## config.mk

```make
export PLATFORM = sky130hd
export DESIGN_NAME = rbsi_merge
export DESIGN_NICKNAME = d
export VERILOG_FILES = /design/src/hw/rtl/rbsi_pkg.sv /design/src/hw/rtl/rbsi_merge.sv
export SDC_FILE = /design/constraint.sdc
export NUM_CORES = 1
export LEC_CHECK = 0
export ABC_CLOCK_PERIOD_IN_PS = 11150
export BUFFER_PORTS_ARGS = -buffer_cell sky130_fd_sc_hd__buf_2
export CAP_MARGIN = 20
export CORE_AREA = 2 2 194 234
export CTS_CLUSTER_DIAMETER = 150
export DETAILED_ROUTE_END_ITERATION = 12
export DIE_AREA = 0 0 196 236
export PLACE_DENSITY = 0.42
export SLEW_MARGIN = 20
export SYNTH_ARGS = -nofsm -noshare
export SYNTH_HDL_FRONTEND = slang
export SYNTH_SLANG_ARGS = --single-unit
export TNS_END_PERCENT = 30
```

## constraint.sdc

```tcl
create_clock -name clk -period 11.15 [get_ports clk]
set_clock_uncertainty 0.1 [all_clocks]
set_input_delay 1.6725 -clock clk [delete_from_list [all_inputs] [get_ports clk]]
set_output_delay 1.6725 -clock clk [all_outputs]
set_load 0.01 [all_outputs]
```

## src/hw/rtl/rbsi_pkg.sv

```systemverilog
package rbsi_pkg;

	localparam int COORD_WIDTH   = 32;
	localparam int DEF_FRAC_BITS = 16;

	typedef logic signed [COORD_WIDTH-1:0] coord_t;

	localparam coord_t T_MAX = {1'b0, {(COORD_WIDTH-1){1'b1}}};
	localparam coord_t T_MIN = {1'b1, {(COORD_WIDTH-1){1'b0}}};

	typedef struct packed {
		coord_t box_min_x;
		coord_t box_min_y;
		coord_t box_min_z;
		coord_t box_max_x;
		coord_t box_max_y;
		coord_t box_max_z;
		coord_t origin_x;
		coord_t origin_y;
		coord_t origin_z;
		coord_t dir_x;
		coord_t dir_y;
		coord_t dir_z;
	} rbsi_req_t;

	typedef struct packed {
		logic   hit;
		coord_t t_enter;
		coord_t t_exit;
	} rbsi_rsp_t;

	// per-axis interval as one lane hands it to the merge stage
	typedef struct packed {
		logic   miss;
		coord_t t_near;
		coord_t t_far;
	} rbsi_slab_t;

endpackage

```

## src/hw/rtl/rbsi_merge.sv

```systemverilog
module rbsi_merge
	import rbsi_pkg::*;
(
	input  logic       clk,
	input  logic       en,
	input  rbsi_slab_t slab_x,
	input  rbsi_slab_t slab_y,
	input  rbsi_slab_t slab_z,
	output rbsi_rsp_t  rsp
);

	coord_t near_xy;
	coord_t far_xy;
	coord_t t0_s1;
	coord_t t1_s1;
	logic   miss_s1;

	always_comb begin
		near_xy = (slab_x.t_near > slab_y.t_near) ? slab_x.t_near : slab_y.t_near;
		far_xy  = (slab_x.t_far < slab_y.t_far) ? slab_x.t_far : slab_y.t_far;
	end

	always_ff @(posedge clk) begin
		if (en) begin
			t0_s1   <= (near_xy > slab_z.t_near) ? near_xy : slab_z.t_near;
			t1_s1   <= (far_xy < slab_z.t_far) ? far_xy : slab_z.t_far;
			miss_s1 <= slab_x.miss | slab_y.miss | slab_z.miss;
		end
	end

	logic hit;

	assign hit = !miss_s1 && !(t0_s1 > t1_s1);

	// zero both distances on a miss
	always_ff @(posedge clk) begin
		if (en) begin
			rsp.hit     <= hit;
			rsp.t_enter <= hit ? t0_s1 : '0;
			rsp.t_exit  <= hit ? t1_s1 : '0;
		end
	end

endmodule

```

==> flow_summary.toml, run 1 <==
[worst_setup_path]
cp.required_ns = 11.23
slowest_delay_ns = 0.49
crit_top_cell = "mux2_2"
crit_path_max_fanout = 32
cp-end-kind = "register"
cp.buffers_inverters = 4
crit_family = "compound AO/OA/AOI/OAI gates"
worstSetupPathType = "in2reg"
cp.depth = 23
r2r_start = "t0_s1[31]"
start_kind = "input pin"
critPathSlowestCell = "o31ai_1"
reg2regPathDepth = 9
worstPathArrival_ns = 7.17
rrSetupSlack_ns = 7.82
timing.rr.end = "rsp[60]"
crit_path_cell_trace = "buf_2, inv_1, ha_1, nand4_1, nor2_1, and2_1, nand2_1, o31ai_1, a211oi_1, a221oi_4, buf_4, mux2_2, ha_1, a21o_1, a21o_1, a2111oi_0, or3_1, a21oi_1, or3b_1, mux2_2, o31ai_4, buf_4, mux2_2"

[power_and_ir_drop]
pwr-share-clk = 0.307
power_leakage_nw = 6.10
power_density_nw_per_um2 = 147
swShare = 0.311
comb_power_share = 0.317
intPower_mw = 1.27
peakVddDrop_mv = 0.110
p_switching_mw = 0.573
sequentialPowerShare = 0.376

[sta]
layout_min_cycle_time_ns = 7.09
finalCritPeriodShare = 0.636
max_freq_mhz = 141
slew_violations = 0
max-slew-margin-rel = 0.398
hold_viol = 0
rsz0062_at_grt = "no"
setup_viol = 0
tightestPinTransition_ns = 0.902
setup_tns_ns = 0

[synth]
synthesis.nets = 1272
synth_area_per_cell_um2 = 10.9
syn-instance-count = 917
synth_top_flop_cell = "edfxtp_1"
ys_warn_count = 0
synth_top_cell_area_share = 0.389
synth-seq-cells = 130
async_flop_share = 0
synth_edf_count = 130
synth_seq_area_share = 0.389
yosys.area.top_type = "edfxtp_1"
synth_area_um2 = 10000
ys_types = 44
synth_area_leaders = "edfxtp_1 39%, ha_1 20%, mux2_2 14%, inv_1 6.2%, and2_1 4.1%"

[hold_path]
hold_path_class = "reg2reg"
holdPathEnd = "rsp[16]"
hold_depth = 1
min_from = "t1_s1[16]"

[layout]
nets = 1540
area_growth_pct = 25.2
drive_above_1_share = 0.354
layout.cells.non_filler = 1763
utilization = 0.284

[die]
dieArea_um2 = 46300
die_h_um = 236
die-width_um = 196
coreArea_um2 = 44200
rows = 85
io_pins = 262
initial_utilization = 0.227

[cts]
cts_buffer_depth = 2
clock_tree.htree_level_count = 4
insertion_delay_ns = 0.43
cts_made_buffers = 17
post_cts_buffers = 0
cts-resized-gates = 0
cts_tree = "built"
cts_root_buffer = "clkbuf_16"
clock_sinks = 130
ctsHoldBuffers = 0
clk_pin_slew_worst_paths_ns = 0.06

[grt]
grtUsageTotal = 0.138
grt_max_degree = 70
grt.overflow.total = 0
grt_pass1_wl_um = 47400
first_global_vias = 8113
antenna_found_initial = 3

[route]
wl_um = 31100
wl_per_cell_um = 17.6
detail-route-antenna-nets = 0
drc_errors = 0
drt-initial-drc-count = 265
via_count = 7610
via_per_inst = 4.32
firstDrtPassIters = 4

[placement]
dpl.cell_count = 1731
place.gp.congestion = 0.854
port_buffers = 261
hpwl_um = 25600

[run]
max_cap_viol_count = 0

[status]
run_status = "completed"
-- cells in the mapped netlist, types with 10 or more instances --
library cell,n
edfxtp_1,130
ha_1,158
a21o_1,30
a21oi_1,38
nor3_1,10
nand2_1,24
mux2_2,125
nand4_1,27
nor2_1,21
o21ai_0,23
and2_1,65
inv_1,166
buf_2,10
-- flip-flops by register name, summed over array words and instances, names as in the netlist --
name and flops:
t1_s1 32, miss_s1 1, t0_s1 32, rsp 65
-- through the flow --
| stage | setup WS, ns | total power, mW | hold WS [ns] | cell area, µm² |
|---|---|---|---|---|
| 4_1_cts | 4.05 | 1.88 | 0.460 | 12500 |
| 3_5_place_dp | 3.60 | 1.30 | 0.444 | 12000 |
| 6_report | 4.06 | 1.84 | 0.456 | 12500 |
| 3_3_place_gp | 3.66 | 1.30 | 0.446 | 12000 |
| 5_1_grt | 3.68 | 1.97 | 0.473 | 12500 |
| 2_1_floorplan | 4.59 | 1.08 | 0.425 | 10000 |
-- power by group through the flow --
stage | logic, mW | clock network, mW | registers, mW
after CTS | 0.600 | 0.583 | 0.701
after floorplan | 0.387 | 0 | 0.692
after detailed placement | 0.595 | 0 | 0.709
after global routing | 0.666 | 0.602 | 0.704
final | 0.584 | 0.566 | 0.693
after global placement | 0.588 | 0 | 0.711
-- cell families after synthesis --
family,synth area share
AO/OA/AOI/OAI,0.0911
multiplexers,0.144
AND/OR/NAND/NOR,0.102
buffers and inverters,0.0769
adder cells (fa/ha/maj),0.197
flip-flops,0.389
-- metal layers --
metal | GRT usage | vias up | part of all wire
li1 | - | 3855 | -
met1 | 0.155 | 3578 | 0.41
met2 | 0.255 | 144 | 0.52
met3 | 0.0326 | 29 | 0.041
met4 | 0.0420 | 4 | 0.022
met5 | 0 | - | 0.00097
-- placed cells by master (no fill, tap or decap), types with 3 or more instances in the layout --
master / count
and2_1: 65
clkinv_2: 4
a21o_1: 30
nor3_1: 10
nand3_1: 8
o21ai_0: 23
buf_4: 7
nor2_1: 20
mux2_2: 125
o21a_1: 8
bufinv_16: 3
inv_1: 166
and4_1: 5
o211ai_1: 6
or3_1: 3
nand2b_1: 5
edfxtp_1: 130
clkinv_1: 3
nand2_1: 24
nor2b_1: 7
a2111oi_0: 5
o31ai_1: 3
a211oi_1: 4
nand4_1: 27
clkinvlp_4: 3
ha_1: 158
clkbuf_16: 17
a21oi_1: 38
buf_2: 260
-- worst max path at each step --
stage               startpoint        end  slack (ns)
floorplan           slab_y[49]  t0_s1[22]        4.59
finish              slab_y[61]  t0_s1[18]        4.06
global route        slab_y[59]  t0_s1[18]        3.68
global placement    slab_y[31]  t1_s1[17]        3.66
CTS                 slab_y[61]  t0_s1[18]        4.05
detailed placement  slab_y[61]  t0_s1[24]        3.60
-- final cells by class --
| class | count | area (µm²) |
|---|---|---|
| antenna | 1 | 2.50 |
| tap | 565 | 707 |
| sequential | 130 | 3900 |
| multi-input combinational | 602 | 5380 |
| timing repair buffer | 268 | 1370 |
| clock buffer | 18 | 429 |
| inverter | 166 | 623 |
| clock inverter | 13 | 144 |
| fill | 4727 | 31700 |
Note: power is estimated with default switching activity, not from simulation.
==> inputs of run 2 (changes only) <==
--- a/config.mk
+++ b/config.mk
@@ -5,14 +5,14 @@
 export SDC_FILE = /design/constraint.sdc
 export NUM_CORES = 1
 export LEC_CHECK = 0
-export ABC_CLOCK_PERIOD_IN_PS = 11150
+export ABC_CLOCK_PERIOD_IN_PS = 6500
 export BUFFER_PORTS_ARGS = -buffer_cell sky130_fd_sc_hd__buf_2
 export CAP_MARGIN = 20
 export CORE_AREA = 2 2 194 234
 export CTS_CLUSTER_DIAMETER = 150
 export DETAILED_ROUTE_END_ITERATION = 12
 export DIE_AREA = 0 0 196 236
-export PLACE_DENSITY = 0.42
+export PLACE_DENSITY = 0.43
 export SLEW_MARGIN = 20
 export SYNTH_ARGS = -nofsm -noshare
 export SYNTH_HDL_FRONTEND = slang
==> constraint.sdc (replaced) <==
create_clock -name clk -period 6.5 [get_ports clk]
set_clock_uncertainty 0.1 [all_clocks]
set_input_delay 0.975 -clock clk [delete_from_list [all_inputs] [get_ports clk]]
set_output_delay 0.975 -clock clk [all_outputs]
set_load 0.01 [all_outputs]
==> run 2 against run 1 <==
  * Combinational power grew 75%
  * Routed wire length shrank 1.8%
  * Register-to-register slack lost 4.9 ns
  * Sequential cell count is the same
  * Final area grew 0.37%
  * Clock-buffer cell count grew 1
==> flow_summary.toml, run 2 (synthesis gave the netlist of run 1 again) <==
[status]
run_status = "completed"

[cts]
cts_buffer_depth = 2
cts_made_buffers = 17
cts_root_buffer = "clkbuf_16"
clk_pin_slew_worst_paths_ns = 0.06
ctsHoldBuffers = 0
clock_tree.htree_level_count = 4
insertion_delay_ns = 0.42
post_cts_buffers = 0
clock_sinks = 130
cts_tree = "built"
cts-resized-gates = 0

[grt]
grt.overflow.total = 0
grt_pass1_wl_um = 45800
grt_max_degree = 76
first_global_vias = 7829
grtUsageTotal = 0.133
antenna_found_initial = 3

[power_and_ir_drop]
swShare = 0.308
sequentialPowerShare = 0.375
power_density_nw_per_um2 = 252
intPower_mw = 2.19
peakVddDrop_mv = 0.172
pwr-share-clk = 0.305
p_switching_mw = 0.976
power_leakage_nw = 6.12
comb_power_share = 0.321

[layout]
fin_area_um2 = 12600
layout_commonest_cell = "buf_2"
nets = 1543
utilization = 0.285
layout.cells.non_filler = 1765
drive_above_1_share = 0.357
top_register = "rsp"
reg_top3 = "rsp: 65 flops, t0_s1: 32 flops, t1_s1: 32 flops"
mostFrequentLayoutCells = "260 x buf_2, 166 x inv_1, 158 x ha_1"
fillCellCount = 4740
largest_reg_flops = 65
area_growth_pct = 25.6
antenna_cells = 0

[worst_setup_path]
crit_path_max_fanout = 30
timing.rr.end = "rsp[23]"
r2r_start = "t0_s1[31]"
rrSetupSlack_ns = 2.91
worstSetupPathType = "in2reg"
worstPathArrival_ns = 6.13
cp-end-kind = "register"
reg2regPathDepth = 9
start_kind = "input pin"
cp.required_ns = 6.57

[route]
firstDrtPassIters = 4
drt-initial-drc-count = 223
via_per_inst = 4.30
drc_errors = 0
detail-route-antenna-nets = 0
wl_per_cell_um = 17.3
via_count = 7583
wl_um = 30500

[die]
die_h_um = 236
rows = 85
io_pins = 262
initial_utilization = 0.227
die-width_um = 196
dieArea_um2 = 46300
coreArea_um2 = 44200

[placement]
dpl.cell_count = 1734
place.gp.congestion = 0.788
hpwl_um = 25300
placed_area_um2 = 12000
port_buffers = 261

[sta]
layout_min_cycle_time_ns = 6.06
max-slew-margin-rel = 0.468
tightestPinTransition_ns = 0.797
max_freq_mhz = 165
hold_viol = 0
rsz0062_at_grt = "no"
setup_viol = 0
slew_violations = 0
holdWs_ns = 0.452
finalCritPeriodShare = 0.933
setup_tns_ns = 0

[hold_path]
min_from = "t1_s1[13]"
holdPathEnd = "rsp[13]"
hold_path_class = "reg2reg"
hold_depth = 1

[run]
max_cap_viol_count = 0
## run 2: cell count changes in the layout (fill, tap and decap cells not counted), sizes merged
cell | before | now
clkbuf | 18 | 19
diode | 1 | 0
clkinv | 7 | 6
buf | 268 | 271
## run 2: cell type report
class	count	area (µm²)	share of cell area
Multi-Input combinational cell	602	5380	0.427
Tap cell	565	707	0.0561
Sequential cell	130	3900	0.310
Clock buffer	19	433	0.0344
Timing Repair Buffer	271	1410	0.112
Clock inverter	12	141	0.0112
Inverter	166	623	0.0495
## run 2: worst max-delay path: stages
cell	delay (ns)
buf_2	0.11
ha_1	0.30
a21o_1	0.18
a21o_1	0.17
a2111oi_0	0.53
o31ai_1	0.23
a211oi_1	0.39
a221oi_4	0.06
buf_4	0.23
mux2_2	0.31
ha_1	0.30
a21o_1	0.19
a21o_1	0.17
a2111oi_0	0.38
or3_1	0.18
a21oi_1	0.06
or3b_1	0.34
mux2_2	0.30
o31ai_4	0.10
buf_12	0.26
mux2_2	0.36
## run 2: stage by stage
step,power (mW),setup slack [ns]
5_1_grt,3.39,0.168
6_report,3.17,0.438
3_5_place_dp,2.25,0.0323
4_1_cts,3.25,0.486
3_3_place_gp,2.24,0.0574
2_1_floorplan,1.85,0.634
## run 2: power by group through the flow
stage | logic, mW | clock network [mW] | registers (mW)
after global placement | 1.03 | 0 | 1.22
final | 1.02 | 0.965 | 1.19
after floorplan | 0.664 | 0 | 1.19
after CTS | 1.04 | 1.00 | 1.20
after global routing | 1.15 | 1.04 | 1.21
after detailed placement | 1.03 | 0 | 1.21
## run 2: worst max-delay path by stage
stage / from / end / slack (ns)
floorplan: slab_y[49] / t0_s1[22] / 0.63
global placement: slab_x[49] / t0_s1[18] / 0.06
detailed placement: slab_x[49] / t0_s1[23] / 0.03
CTS: slab_x[49] / t0_s1[19] / 0.49
global route: slab_y[49] / t0_s1[18] / 0.17
finish: slab_x[49] / t0_s1[19] / 0.44
## run 2: metal layers
metal	wire [µm]	part of all wire	track usage	vias to the layer above
li1	-	-	-	3849
met1	12700	0.42	0.153	3570
met2	16100	0.53	0.248	135
met3	1350	0.044	0.0306	23
met4	372	0.012	0.0292	6
met5	31	0.0010	0	-
==> inputs of run 3 (changes only) <==
==> constraint.sdc (replaced) <==
create_clock -name clk -period 6.5 [get_ports clk]
set_clock_uncertainty 0.1 [all_clocks]
set_input_delay 0.325 -clock clk [delete_from_list [all_inputs] [get_ports clk]]
set_output_delay 0.325 -clock clk [all_outputs]
set_load 0.05 [all_outputs]
==> run 3 against run 2 <==
  * Global-route usage shrank 0.30 points
  * Critical path depth is 1 lower
  * Setup slack better by 0.51 ns
  * Clock power is 3.0% higher
  * Sequential cell count stayed put
  * Sequential share of layout area down 0.052 points
  * Combinational power rose by 15%
  * First-iteration DRC count fell by 9.9%
  * Non-clock buffer count stayed put
  * Via count down 0.24%
==> flow_summary.toml, run 3 (synthesis gave the netlist of run 1 again) <==
[status]
run_status = "completed"

[layout]
nets = 1543
reg_top3 = "rsp: 65 flops, t0_s1: 32 flops, t1_s1: 32 flops"
area_growth_pct = 25.9
layout.cells.non_filler = 1765
drive_above_1_share = 0.356
mostFrequentLayoutCells = "260 x buf_2, 166 x inv_1, 158 x ha_1"
fillCellCount = 4764
largest_reg_flops = 65
top_register = "rsp"
antenna_cells = 0
layout_commonest_cell = "buf_2"

[cts]
post_cts_buffers = 0
clock_tree.htree_level_count = 4
cts_buffer_depth = 2
cts_tree = "built"
ctsHoldBuffers = 0
cts-resized-gates = 0
cts_root_buffer = "clkbuf_16"
clk_pin_slew_worst_paths_ns = 0.06
clock_sinks = 130
insertion_delay_ns = 0.42
cts_made_buffers = 17

[worst_setup_path]
cp.required_ns = 6.56
crit_top_cell = "a21o_1"
worstSetupPathType = "in2reg"
worstPathArrival_ns = 5.62
critPathSlowestCell = "a2111oi_0"
crit_path_max_fanout = 32
slowest_delay_ns = 0.48
start_kind = "input pin"
crit_path_cell_trace = "buf_2, ha_1, a21o_1, a21o_1, a2111oi_0, o31ai_1, a221oi_4, buf_12, mux2_2, ha_1, a21o_1, a21o_1, a2111oi_0, or3_1, a21oi_1, or3b_1, mux2_2, o31ai_4, buf_4, mux2_2"
cp-end-kind = "register"

[route]
wl_um = 29900
wl_per_cell_um = 16.9
detail-route-antenna-nets = 0
via_per_inst = 4.29
via_count = 7565
firstDrtPassIters = 4
drt-initial-drc-count = 201
drc_errors = 0

[run]
max_cap_viol_count = 0

[sta]
fin_ws_ns = 0.945
setup_tns_ns = 0
layout_min_cycle_time_ns = 5.56
setup_viol = 0
max_freq_mhz = 180
slew_violations = 0
tightestPinTransition_ns = 0.997
hold_viol = 0
max-slew-margin-rel = 0.335
finalCritPeriodShare = 0.855
rsz0062_at_grt = "no"

[die]
coreArea_um2 = 44200
initial_utilization = 0.227
dieArea_um2 = 46300
io_pins = 262
die_h_um = 236
rows = 85
die-width_um = 196

[power_and_ir_drop]
peakVddDrop_mv = 0.189
power_density_nw_per_um2 = 265
power_leakage_nw = 6.13

[placement]
dp_slack_ns = 0.524
place.gp.congestion = 0.825
port_buffers = 261
hpwl_um = 24800
dpl.cell_count = 1734

[grt]
antenna_found_initial = 1
grt.overflow.total = 0
grtUsageTotal = 0.130
grt_pass1_wl_um = 45000
first_global_vias = 7775
grt_max_degree = 81

[hold_path]
hold_path_class = "in2reg"
[run 3: changes by cell type in the layout (fill, tap and decap cells not counted), sizes merged]
cell / before / now
clkinvlp: 3 / 2
clkinv: 6 / 8
clkbuf: 19 / 17
bufinv: 3 / 4
[run 3: metal layers]
metal / vias up / track usage / wire length (µm)
li1: 3847 / - / -
met1: 3555 / 0.151 / 12600
met2: 141 / 0.238 / 15500
met3: 20 / 0.0320 / 1360
met4: 2 / 0.0298 / 388
met5: - / 0 / 13
[run 3: final timing paths]
path | from | to | slack (ns) | cells after the start
max | slab_x[49] | t0_s1[5] | 0.94 | 20
min | slab_z[39] | t0_s1[7] | 0.13 | 2
max reg2reg | t0_s1[21] | rsp[23] | 2.46 | 9
min reg2reg | t1_s1[17] | rsp[17] | 0.45 | 1
[run 3: critical path, delay by kind of cell]
kind | cells | cell delay [ns]
buffers and inverters | 3 | 0.67
AO/OA/AOI/OAI | 10 | 2.46
multiplexers | 3 | 1.02
adder cells (fa/ha/maj) | 2 | 0.61
AND/OR/NAND/NOR | 2 | 0.52
[run 3: stage by stage]
stage	power, mW	utilization	instance area, µm²	hold WS (ns)
after CTS	3.42	0.285	12600	0.102
after detailed placement	2.40	0.272	12000	0.436
final	3.34	0.285	12600	0.130
after global placement	2.39	0.272	12000	0.441
after global routing	3.56	0.285	12600	0.103
after floorplan	2.01	-	10000	0.337
[run 3: area by class of cell]
type	count	area (µm²)	share of cell area
repair buffers	271	1410	0.112
flip-flops and latches	130	3900	0.309
multi-input cells	602	5380	0.426
inverters	166	623	0.0494
clock inverters	14	170	0.0135
well taps	565	707	0.0560
clock buffers	17	425	0.0337
[run 3: power breakdown]
part,switching (mW),internal [mW],total [mW]
Clock,0.363,0.631,0.994
Sequential,0.0733,1.11,1.18
Combinational,0.681,0.489,1.17
